==> config.mk <==
export PLATFORM = sky130hd
export DESIGN_NAME = dda_line_point_generator_core
export DESIGN_NICKNAME = d
export VERILOG_FILES = /design/src/dlpg_pkg.sv /design/src/dlpg_ctrl.sv /design/src/dlpg_datapath.sv /design/src/dda_line_point_generator_core.sv
export SDC_FILE = /design/constraint.sdc
export NUM_CORES = 1
export LEC_CHECK = 0
export ABC_CLOCK_PERIOD_IN_PS = 7100
export BUFFER_PORTS_ARGS = -buffer_cell sky130_fd_sc_hd__buf_4
export CORE_MARGIN = 2
export CORE_UTILIZATION = 50
export CTS_CLUSTER_DIAMETER = 150
export CTS_CLUSTER_SIZE = 24
export DETAILED_ROUTE_END_ITERATION = 10
export GPL_ROUTABILITY_DRIVEN = 1
export GPL_TIMING_DRIVEN = 0
export PLACE_DENSITY = 0.71
export SLEW_MARGIN = 20
export SYNTH_ARGS = -nofsm -noshare
export SYNTH_HDL_FRONTEND = slang
export SYNTH_HIERARCHICAL = 1
export SYNTH_SLANG_ARGS = --single-unit
export TNS_END_PERCENT = 5
==> constraint.sdc <==
create_clock -name i_clk -period 7.1 [get_ports i_clk]
set_input_delay 0.355 -clock i_clk [delete_from_list [all_inputs] [get_ports i_clk]]
set_output_delay 0.355 -clock i_clk [all_outputs]
set_load 0.02 [all_outputs]
==> src/dlpg_pkg.sv <==
// Package for the DDA line point generator.
// Holds default widths, operation codes and the controller/datapath structs.
// No dependencies.
`timescale 1ns / 1ps
`default_nettype none

package dlpg_pkg;

    // Default coordinate and fraction widths
    localparam int COORD_BITS_DEF = 12;
    localparam int FRAC_BITS_DEF  = 8;

    // Operation codes of an input item
    localparam logic OP_LOAD = 1'b0;
    localparam logic OP_STEP = 1'b1;

    // Commands from controller to datapath
    typedef struct packed {
        logic load;      // load item accepted
        logic step;      // step item accepted
        logic div_step;  // one restoring division step
        logic div_last;  // final division step, write slope
    } t_dp_cmd;

    // Status from datapath to controller
    typedef struct packed {
        logic needs_div; // loaded endpoints differ in x
    } t_dp_sts;

endpackage

`default_nettype wire

==> src/dlpg_ctrl.sv <==
// Controller of the DDA line point generator: handshake, idle/divide FSM,
// division step counter and output valid flag. Depends on dlpg_pkg.
`timescale 1ns / 1ps
`default_nettype none

module dlpg_ctrl
    import dlpg_pkg::*;
#(
    parameter int COORD_BITS = COORD_BITS_DEF,
    parameter int FRAC_BITS  = FRAC_BITS_DEF
) (
    input  wire logic    i_clk,
    input  wire logic    i_rst_n,
    input  wire logic    i_in_valid,
    output logic         o_in_stall,
    input  wire logic    i_operation,
    output logic         o_out_valid,
    input  wire logic    i_out_stall,
    input  wire t_dp_sts i_sts,
    output t_dp_cmd      o_cmd
);

    localparam int NW = COORD_BITS + FRAC_BITS;   // dividend width
    localparam int CW = $clog2(NW);

    localparam logic ST_IDLE = 1'b0;
    localparam logic ST_DIV  = 1'b1;

    logic          r_state, n_state;
    logic [CW-1:0] r_cnt, n_cnt;
    logic          r_out_valid, n_out_valid;
    logic          out_free;
    logic          accept;
    logic          cnt_last;

    // Handshake: output slot frees when empty or being taken
    assign out_free   = !r_out_valid || !i_out_stall;
    assign o_in_stall = (r_state != ST_IDLE) || !out_free;
    assign accept     = i_in_valid && !o_in_stall;
    assign cnt_last   = (r_cnt == CW'(NW - 1));

    // Commands
    always_comb begin
        o_cmd.load     = accept && (i_operation == OP_LOAD);
        o_cmd.step     = accept && (i_operation == OP_STEP);
        o_cmd.div_step = (r_state == ST_DIV);
        o_cmd.div_last = (r_state == ST_DIV) && cnt_last;
    end

    // State machine and division counter
    always_comb begin
        n_state = r_state;
        n_cnt   = r_cnt;
        unique case (r_state)
            ST_IDLE: begin
                if (o_cmd.load && i_sts.needs_div) begin
                    n_state = ST_DIV;
                    n_cnt   = '0;
                end
            end
            ST_DIV: begin
                n_cnt = r_cnt + CW'(1);
                if (cnt_last) begin
                    n_state = ST_IDLE;
                end
            end
            default: n_state = ST_IDLE;
        endcase
    end

    // Output valid flag
    always_comb begin
        n_out_valid = r_out_valid;
        if (accept) begin
            n_out_valid = 1'b1;
        end else if (!i_out_stall) begin
            n_out_valid = 1'b0;
        end
    end

    always_ff @(posedge i_clk) begin
        if (!i_rst_n) begin
            r_state     <= ST_IDLE;
            r_cnt       <= '0;
            r_out_valid <= 1'b0;
        end else begin
            r_state     <= n_state;
            r_cnt       <= n_cnt;
            r_out_valid <= n_out_valid;
        end
    end

    assign o_out_valid = r_out_valid;

    // Checks
    a_div_blocks_input: assert property (@(posedge i_clk) disable iff (!i_rst_n)
        (r_state == ST_DIV) |-> o_in_stall)
        else $error("input accepted during division");

    a_cnt_range: assert property (@(posedge i_clk) disable iff (!i_rst_n)
        (r_state == ST_DIV) |-> (r_cnt <= CW'(NW - 1)))
        else $error("division counter out of range");

    a_load_enters_div: assert property (@(posedge i_clk) disable iff (!i_rst_n)
        (o_cmd.load && i_sts.needs_div) |=> (r_state == ST_DIV && r_cnt == '0))
        else $error("sloped load did not start division");

    a_div_ends_idle: assert property (@(posedge i_clk) disable iff (!i_rst_n)
        o_cmd.div_last |=> (r_state == ST_IDLE))
        else $error("division did not end");

endmodule

`default_nettype wire

==> src/dlpg_datapath.sv <==
// Datapath of the DDA line point generator: endpoint ordering, restoring
// slope divider, walk registers and output payload. Depends on dlpg_pkg.
`timescale 1ns / 1ps
`default_nettype none

module dlpg_datapath
    import dlpg_pkg::*;
#(
    parameter int COORD_BITS = COORD_BITS_DEF,
    parameter int FRAC_BITS  = FRAC_BITS_DEF
) (
    input  wire logic                                i_clk,
    input  wire logic                                i_rst_n,
    input  wire t_dp_cmd                             i_cmd,
    output t_dp_sts                                  o_sts,
    input  wire logic signed [COORD_BITS-1:0]        i_x_start,
    input  wire logic signed [COORD_BITS-1:0]        i_y_start,
    input  wire logic signed [COORD_BITS-1:0]        i_x_end,
    input  wire logic signed [COORD_BITS-1:0]        i_y_end,
    output logic                                     o_point_valid,
    output logic signed [COORD_BITS-1:0]             o_point_x,
    output logic signed [COORD_BITS+FRAC_BITS-1:0]   o_point_y_fixed,
    output logic [COORD_BITS-1:0]                    o_point_index,
    output logic                                     o_last
);

    localparam int C  = COORD_BITS;
    localparam int YF = COORD_BITS + FRAC_BITS;
    localparam int NW = COORD_BITS + FRAC_BITS;

    // Walk state
    logic signed [C-1:0]  r_x;
    logic signed [YF-1:0] r_y;
    logic signed [NW:0]   r_slope;
    logic                 r_vert;
    logic [C-1:0]         r_left;
    logic [C-1:0]         r_index;

    // Divider state
    logic [NW-1:0] r_quo, n_quo;
    logic [C-1:0]  r_rem, n_rem;
    logic [C-1:0]  r_dvs;
    logic          r_neg;

    // Output payload
    logic                 r_o_valid;
    logic signed [C-1:0]  r_o_x;
    logic signed [YF-1:0] r_o_y;
    logic [C-1:0]         r_o_index;
    logic                 r_o_last;

    // Load: order endpoints and derive spans
    logic                 vert_in, swap;
    logic signed [C-1:0]  lo_x, lo_y, hi_x, hi_y;
    logic signed [C:0]    dx, dy;
    logic [C-1:0]         dy_mag, span, ld_left;
    logic signed [YF-1:0] ld_y;

    always_comb begin
        vert_in = (i_x_start == i_x_end);
        swap    = vert_in ? (i_y_start > i_y_end) : (i_x_start > i_x_end);
        lo_x    = swap ? i_x_end   : i_x_start;
        lo_y    = swap ? i_y_end   : i_y_start;
        hi_x    = swap ? i_x_start : i_x_end;
        hi_y    = swap ? i_y_start : i_y_end;
        dx      = (C+1)'(hi_x) - (C+1)'(lo_x);
        dy      = (C+1)'(hi_y) - (C+1)'(lo_y);
        dy_mag  = dy[C] ? C'(-dy) : C'(dy);
        span    = vert_in ? C'(dy) : C'(dx);
        ld_left = (span >= C'(2)) ? (span - C'(1)) : '0;
        ld_y    = YF'(lo_y) <<< FRAC_BITS;
    end

    assign o_sts.needs_div = !vert_in;

    // One restoring division step
    logic [C:0] trial;
    logic       q_bit;

    always_comb begin
        trial = {r_rem, r_quo[NW-1]};
        q_bit = (trial >= {1'b0, r_dvs});
        n_rem = q_bit ? C'(trial - {1'b0, r_dvs}) : trial[C-1:0];
        n_quo = {r_quo[NW-2:0], q_bit};
    end

    // Step: advance one unit in x, or in y for a vertical line
    logic                 have_pt;
    logic signed [C-1:0]  st_x;
    logic signed [YF-1:0] st_y;
    logic [C-1:0]         st_left, st_index;

    always_comb begin
        have_pt  = (r_left != '0);
        st_x     = r_vert ? r_x : (r_x + C'(1));
        st_y     = r_vert ? (r_y + (YF'(1) << FRAC_BITS)) : (r_y + r_slope[YF-1:0]);
        st_left  = r_left - C'(1);
        st_index = r_index + C'(1);
    end

    // Walk and slope registers
    always_ff @(posedge i_clk) begin
        if (!i_rst_n) begin
            r_x     <= '0;
            r_y     <= '0;
            r_slope <= '0;
            r_vert  <= 1'b0;
            r_left  <= '0;
            r_index <= '0;
        end else if (i_cmd.load) begin
            r_x     <= lo_x;
            r_y     <= ld_y;
            r_slope <= '0;
            r_vert  <= vert_in;
            r_left  <= ld_left;
            r_index <= '0;
        end else if (i_cmd.step && have_pt) begin
            r_x     <= st_x;
            r_y     <= st_y;
            r_left  <= st_left;
            r_index <= st_index;
        end else if (i_cmd.div_last) begin
            r_slope <= r_neg ? -$signed({1'b0, n_quo}) : $signed({1'b0, n_quo});
        end
    end

    // Divider registers
    always_ff @(posedge i_clk) begin
        if (i_cmd.load) begin
            r_quo <= NW'(dy_mag) << FRAC_BITS;
            r_rem <= '0;
            r_dvs <= C'(dx);
            r_neg <= dy[C];
        end else if (i_cmd.div_step) begin
            r_quo <= n_quo;
            r_rem <= n_rem;
        end
    end

    // Output payload, written when an item is accepted
    always_ff @(posedge i_clk) begin
        if (i_cmd.load) begin
            r_o_valid <= 1'b0;
            r_o_x     <= '0;
            r_o_y     <= '0;
            r_o_index <= '0;
            r_o_last  <= (ld_left == '0);
        end else if (i_cmd.step) begin
            r_o_valid <= have_pt;
            r_o_x     <= have_pt ? st_x : '0;
            r_o_y     <= have_pt ? st_y : '0;
            r_o_index <= have_pt ? st_index : '0;
            r_o_last  <= have_pt ? (st_left == '0) : 1'b1;
        end
    end

    assign o_point_valid   = r_o_valid;
    assign o_point_x       = r_o_x;
    assign o_point_y_fixed = r_o_y;
    assign o_point_index   = r_o_index;
    assign o_last          = r_o_last;

endmodule

`default_nettype wire

==> src/dda_line_point_generator_core.sv <==
// Top level of the DDA line point generator.
// Instantiates dlpg_ctrl and dlpg_datapath; depends on dlpg_pkg.
//
//  Channel | Handshake                 | Payload
//  --------+---------------------------+----------------------------------------------
//  input   | i_in_valid / o_in_stall   | i_operation, i_x_start, i_y_start, i_x_end, i_y_end
//  output  | o_out_valid / i_out_stall | o_point_valid, o_point_x, o_point_y_fixed,
//          |                           | o_point_index, o_last
//
// Step items stream at one item per cycle while the output is not stalled.
// A load of a line that is not vertical runs a restoring divider one quotient
// bit per cycle, during which input is stalled; its result item is issued at
// once. Vertical loads do not run the divider.
// Reset is synchronous, active low, and clears the line state (no line loaded).
// The output register holds a result under i_out_stall; input is taken while
// that result is being taken.
`timescale 1ns / 1ps
`default_nettype none

module dda_line_point_generator_core
    import dlpg_pkg::*;
#(
    parameter int COORD_BITS = COORD_BITS_DEF,
    parameter int FRAC_BITS  = FRAC_BITS_DEF
) (
    input  wire logic                              i_clk,
    input  wire logic                              i_rst_n,
    input  wire logic                              i_in_valid,
    output logic                                   o_in_stall,
    input  wire logic                              i_operation,
    input  wire logic signed [COORD_BITS-1:0]      i_x_start,
    input  wire logic signed [COORD_BITS-1:0]      i_y_start,
    input  wire logic signed [COORD_BITS-1:0]      i_x_end,
    input  wire logic signed [COORD_BITS-1:0]      i_y_end,
    output logic                                   o_out_valid,
    input  wire logic                              i_out_stall,
    output logic                                   o_point_valid,
    output logic signed [COORD_BITS-1:0]           o_point_x,
    output logic signed [COORD_BITS+FRAC_BITS-1:0] o_point_y_fixed,
    output logic [COORD_BITS-1:0]                  o_point_index,
    output logic                                   o_last
);

    t_dp_cmd cmd;
    t_dp_sts sts;

    dlpg_ctrl #(
        .COORD_BITS (COORD_BITS),
        .FRAC_BITS  (FRAC_BITS)
    ) u_ctrl (
        .i_clk       (i_clk),
        .i_rst_n     (i_rst_n),
        .i_in_valid  (i_in_valid),
        .o_in_stall  (o_in_stall),
        .i_operation (i_operation),
        .o_out_valid (o_out_valid),
        .i_out_stall (i_out_stall),
        .i_sts       (sts),
        .o_cmd       (cmd)
    );

    dlpg_datapath #(
        .COORD_BITS (COORD_BITS),
        .FRAC_BITS  (FRAC_BITS)
    ) u_datapath (
        .i_clk           (i_clk),
        .i_rst_n         (i_rst_n),
        .i_cmd           (cmd),
        .o_sts           (sts),
        .i_x_start       (i_x_start),
        .i_y_start       (i_y_start),
        .i_x_end         (i_x_end),
        .i_y_end         (i_y_end),
        .o_point_valid   (o_point_valid),
        .o_point_x       (o_point_x),
        .o_point_y_fixed (o_point_y_fixed),
        .o_point_index   (o_point_index),
        .o_last          (o_last)
    );

endmodule

`default_nettype wire
==> impl_metrics.env <==
export IMPL_status="finished, final reports clean"
export IMPL_antenna_found_initial=2
export IMPL_crit_path_cell_trace="buf_4, inv_1, ha_1, buf_2, nand2_2, o21bai_1, a211oi_1, nor4bb_1, o31ai_4, buf_4, buf_2, clkbuf_1, clkbuf_2, o22a_1, ha_1, a221oi_2, o221ai_1, a22oi_1, o21a_1, or2_4, nor3b_4, nand2_2, o311ai_1, o31ai_2"
export IMPL_place_hpwl_um=27100
export IMPL_hold_viol=0
export IMPL_p_leak_uw=0.00595
export IMPL_synth_top_area_cell="dfxtp_1"
export IMPL_layout_drive_gt1_share=0.112
export IMPL_syn_area_um2=12100
export IMPL_max_stage_delay_ns=0.56
export IMPL_numPortBuffers=100
export IMPL_die_area_um2=25400
export IMPL_cts_root_buf="clkbuf_16"
export IMPL_viasPerCell=5.81
export IMPL_hold_path_class="input pin to flop"
export IMPL_ir_drop_mv=0.166
export IMPL_numCtsBuffers=17
export IMPL_async_reset_ff_frac=0
export IMPL_startpoint_type="input pin"
export IMPL_period_share=0.924
export IMPL_ys_ff_latch=175
export IMPL_ctsHoldBuffers=0
export IMPL_synth_top_area_share=0.247
export IMPL_cp_max_fo=10
export IMPL_seq_area_um2=3760
export IMPL_critPathKind="input pin to flop"
export IMPL_fmax_ghz=0.152
export IMPL_fin_skew_ns=0.0118
export IMPL_clk_pin_slew_worst_paths_ns=0.06
export IMPL_seq_area_frac_synth=0.311
export IMPL_fin_nets=1746
export IMPL_setup_violations=0
export IMPL_grt_overflow=0
export IMPL_fp_dieH_um=160
export IMPL_drtPass1Iterations=5
export IMPL_max_slew_margin=0.288
export IMPL_place_ws_ns=-0.0233
export IMPL_worstMarginPinSlew_ns=1.05
export IMPL_worst_setup_path_end_kind="flop"
export IMPL_power_density_nw_per_um2=231
export IMPL_coreArea_um2=23600
export IMPL_multi_input_area_um2=7700
export IMPL_timing_rr_end="u_datapath/r_slope[6]"
export IMPL_r2r_slack_ns=1.73
export IMPL_post_drt_wl_per_cell_um=17.5
export IMPL_start_util=0.512
export IMPL_via_count=11400
export IMPL_grt_pass1_wl_um=54200
export IMPL_setup_slack_ns=0.541
export IMPL_slowest_stage="o31ai_4"
export IMPL_finalCriticalPeriod_ns=6.56
export IMPL_ys_flop_type="dfxtp_1"
export IMPL_yosysWarnings=6
export IMPL_core_rowCount=56
export IMPL_netlist_cell_type_count=91
export IMPL_slew_violations=0
export IMPL_power_total_uw=3190
export IMPL_synth_most_common_cell="nand2_1"
export IMPL_cts_tree="built"
export IMPL_r2r_cells=21
export IMPL_critPathLaunch="i_x_end[3]"
export IMPL_cts_buffer_depth=2
export IMPL_syn_avg_cell_area_um2=8.04
export IMPL_drc=0
export IMPL_ios=101
export IMPL_postRouteAntennaNets=0
export IMPL_synthCells=1504
export IMPL_h_tree_depth=4
export IMPL_endpoint="u_datapath/o_last"
export IMPL_insertion_delay_ns=0.43
export IMPL_synth_edf_count=26
export IMPL_grt_usage=0.264
export IMPL_rsz0062_at_grt="false"
export IMPL_cap_violations=0
export IMPL_r2r_start="u_datapath/r_dvs[1]"
export IMPL_first_global_vias=10700
export IMPL_cp_arrival_ns=6.72
export IMPL_yosys_top_cells_count="nand2_1 (195), dfxtp_1 (149), nor2_1 (126)"
export IMPL_cts_sinks=175
export IMPL_die_width_um=160
export IMPL_fillCellCount=2160
export IMPL_wl_um=34300
export IMPL_required_ns=7.26
export IMPL_area_delta_synth_final_pct=14.4
export IMPL_gp_congestion=0.974
export IMPL_syn_num_nets=1626
export IMPL_grt_max_degree=17
export IMPL_drt_iter0_markers=866
export IMPL_synthTopCellsByArea="dfxtp_1 (25%), ha_1 (6.9%), edfxtp_1 (6.5%)"
## per-layer routing
layer | vias to the layer above | routed length (um) | global-route usage | share of wire
li1 | 5575 | - | - | -
met1 | 5296 | 15000 | 0.335 | 0.44
met2 | 433 | 16000 | 0.445 | 0.47
met3 | 67 | 2370 | 0.0492 | 0.069
met4 | 0 | 980 | 0.0975 | 0.029
met5 | - | 0 | 0 | 0
## registers in the layout (all words and copies together), names as in the netlist
name                        count
u_ctrl/o_out_valid              1
u_ctrl/r_cnt                    5
u_ctrl/r_state                  1
u_datapath/o_last               1
u_datapath/o_point_index       12
u_datapath/o_point_valid        1
u_datapath/o_point_x           12
u_datapath/o_point_y_fixed     20
u_datapath/r_dvs               12
u_datapath/r_index             12
u_datapath/r_left              12
u_datapath/r_neg                1
u_datapath/r_quo               20
u_datapath/r_rem               12
u_datapath/r_slope             20
u_datapath/r_vert               1
u_datapath/r_x                 12
u_datapath/r_y                 20
## worst min-delay path by stage
stage | from | end | depth (start not counted)
after floorplan | u_datapath/r_index[1] | u_datapath/r_index[1] | 2
after global placement | u_datapath/o_point_y_fixed[15] | u_datapath/o_point_y_fixed[15] | 2
after detailed placement | u_datapath/o_point_y_fixed[12] | u_datapath/o_point_y_fixed[12] | 2
after CTS | i_in_valid | u_ctrl/o_out_valid | 3
after global routing | i_in_valid | u_ctrl/o_out_valid | 3
final | i_in_valid | u_ctrl/o_out_valid | 3
## cell families (layout without fill, tap and decap cells)
kind of cell / count (synthesis) / after routing / synth area share
xor gates and xnor gates: 133 / 133 / 0.0963
AOI/OAI and AO/OA: 403 / 403 / 0.227
adders and majority gates: 69 / 69 / 0.0726
muxes: 42 / 42 / 0.0361
buffers and inverters: 158 / 290 / 0.0521
and+or+nand+nor: 524 / 524 / 0.204
other: 0 / 2 / 0
DFF: 175 / 175 / 0.311
## layout make-up
type | instances | share of cell area
Buffer | 80 | 0.0243
Clock buffer | 19 | 0.0328
Timing Repair Buffer | 101 | 0.0554
Clock inverter | 12 | 0.00778
Tap cell | 319 | 0.0289
Multi-Input combinational cell | 1171 | 0.557
Antenna cell | 2 | 0.000362
Inverter | 78 | 0.0214
Sequential cell | 175 | 0.272
## stage by stage
step / setup TNS, ns / std cells / utilization / area (um^2) / hold WS (ns)
after floorplan: 0 / 1504 / - / 12100 / 0.449
after global placement: 0 / 1923 / 0.561 / 13200 / 0.433
after detailed placement: -0.0233 / 1924 / 0.562 / 13300 / 0.436
after CTS: 0 / 1955 / 0.585 / 13800 / 0.194
after global routing: 0 / 1955 / 0.585 / 13800 / 0.203
final: 0 / 1957 / 0.586 / 13800 / 0.202
## placed cells by master (no fill, tap or decap), drive strengths merged, types with 31 or more instances in the layout
| master | netlist | layout |
|---|---|---|
| a211oi | 40 | 40 |
| a21oi | 81 | 81 |
| buf | 22 | 123 |
| clkbuf | 58 | 77 |
| dfxtp | 149 | 149 |
| ha | 67 | 67 |
| inv | 78 | 82 |
| nand2 | 197 | 197 |
| nand3 | 33 | 33 |
| nor2 | 126 | 126 |
| nor3 | 31 | 31 |
| o21ai | 97 | 97 |
| xnor2 | 61 | 61 |
| xor2 | 72 | 72 |
## power breakdown
part / switching, uW / internal (uW) / total (uW)
Combinational: 693 / 422 / 1110
Sequential: 80.9 / 1100 / 1180
Clock: 394 / 504 / 898
Total: 1170 / 2030 / 3190
## timing repair
action / 4_1_cts / 5_1_grt
resized for setup: 0 / 2
endpoints found under the setup margin: 0 / 5
setup buffers: 0 / 0
## worst max-delay path: cells and delay by family
family / cells / cell delay (ns)
compound gates: 10 / 3.15
buf+inv: 7 / 1.89
simple gates: 5 / 0.92
fa+ha+maj: 2 / 0.41
Power figures use the tool's default switching activity.
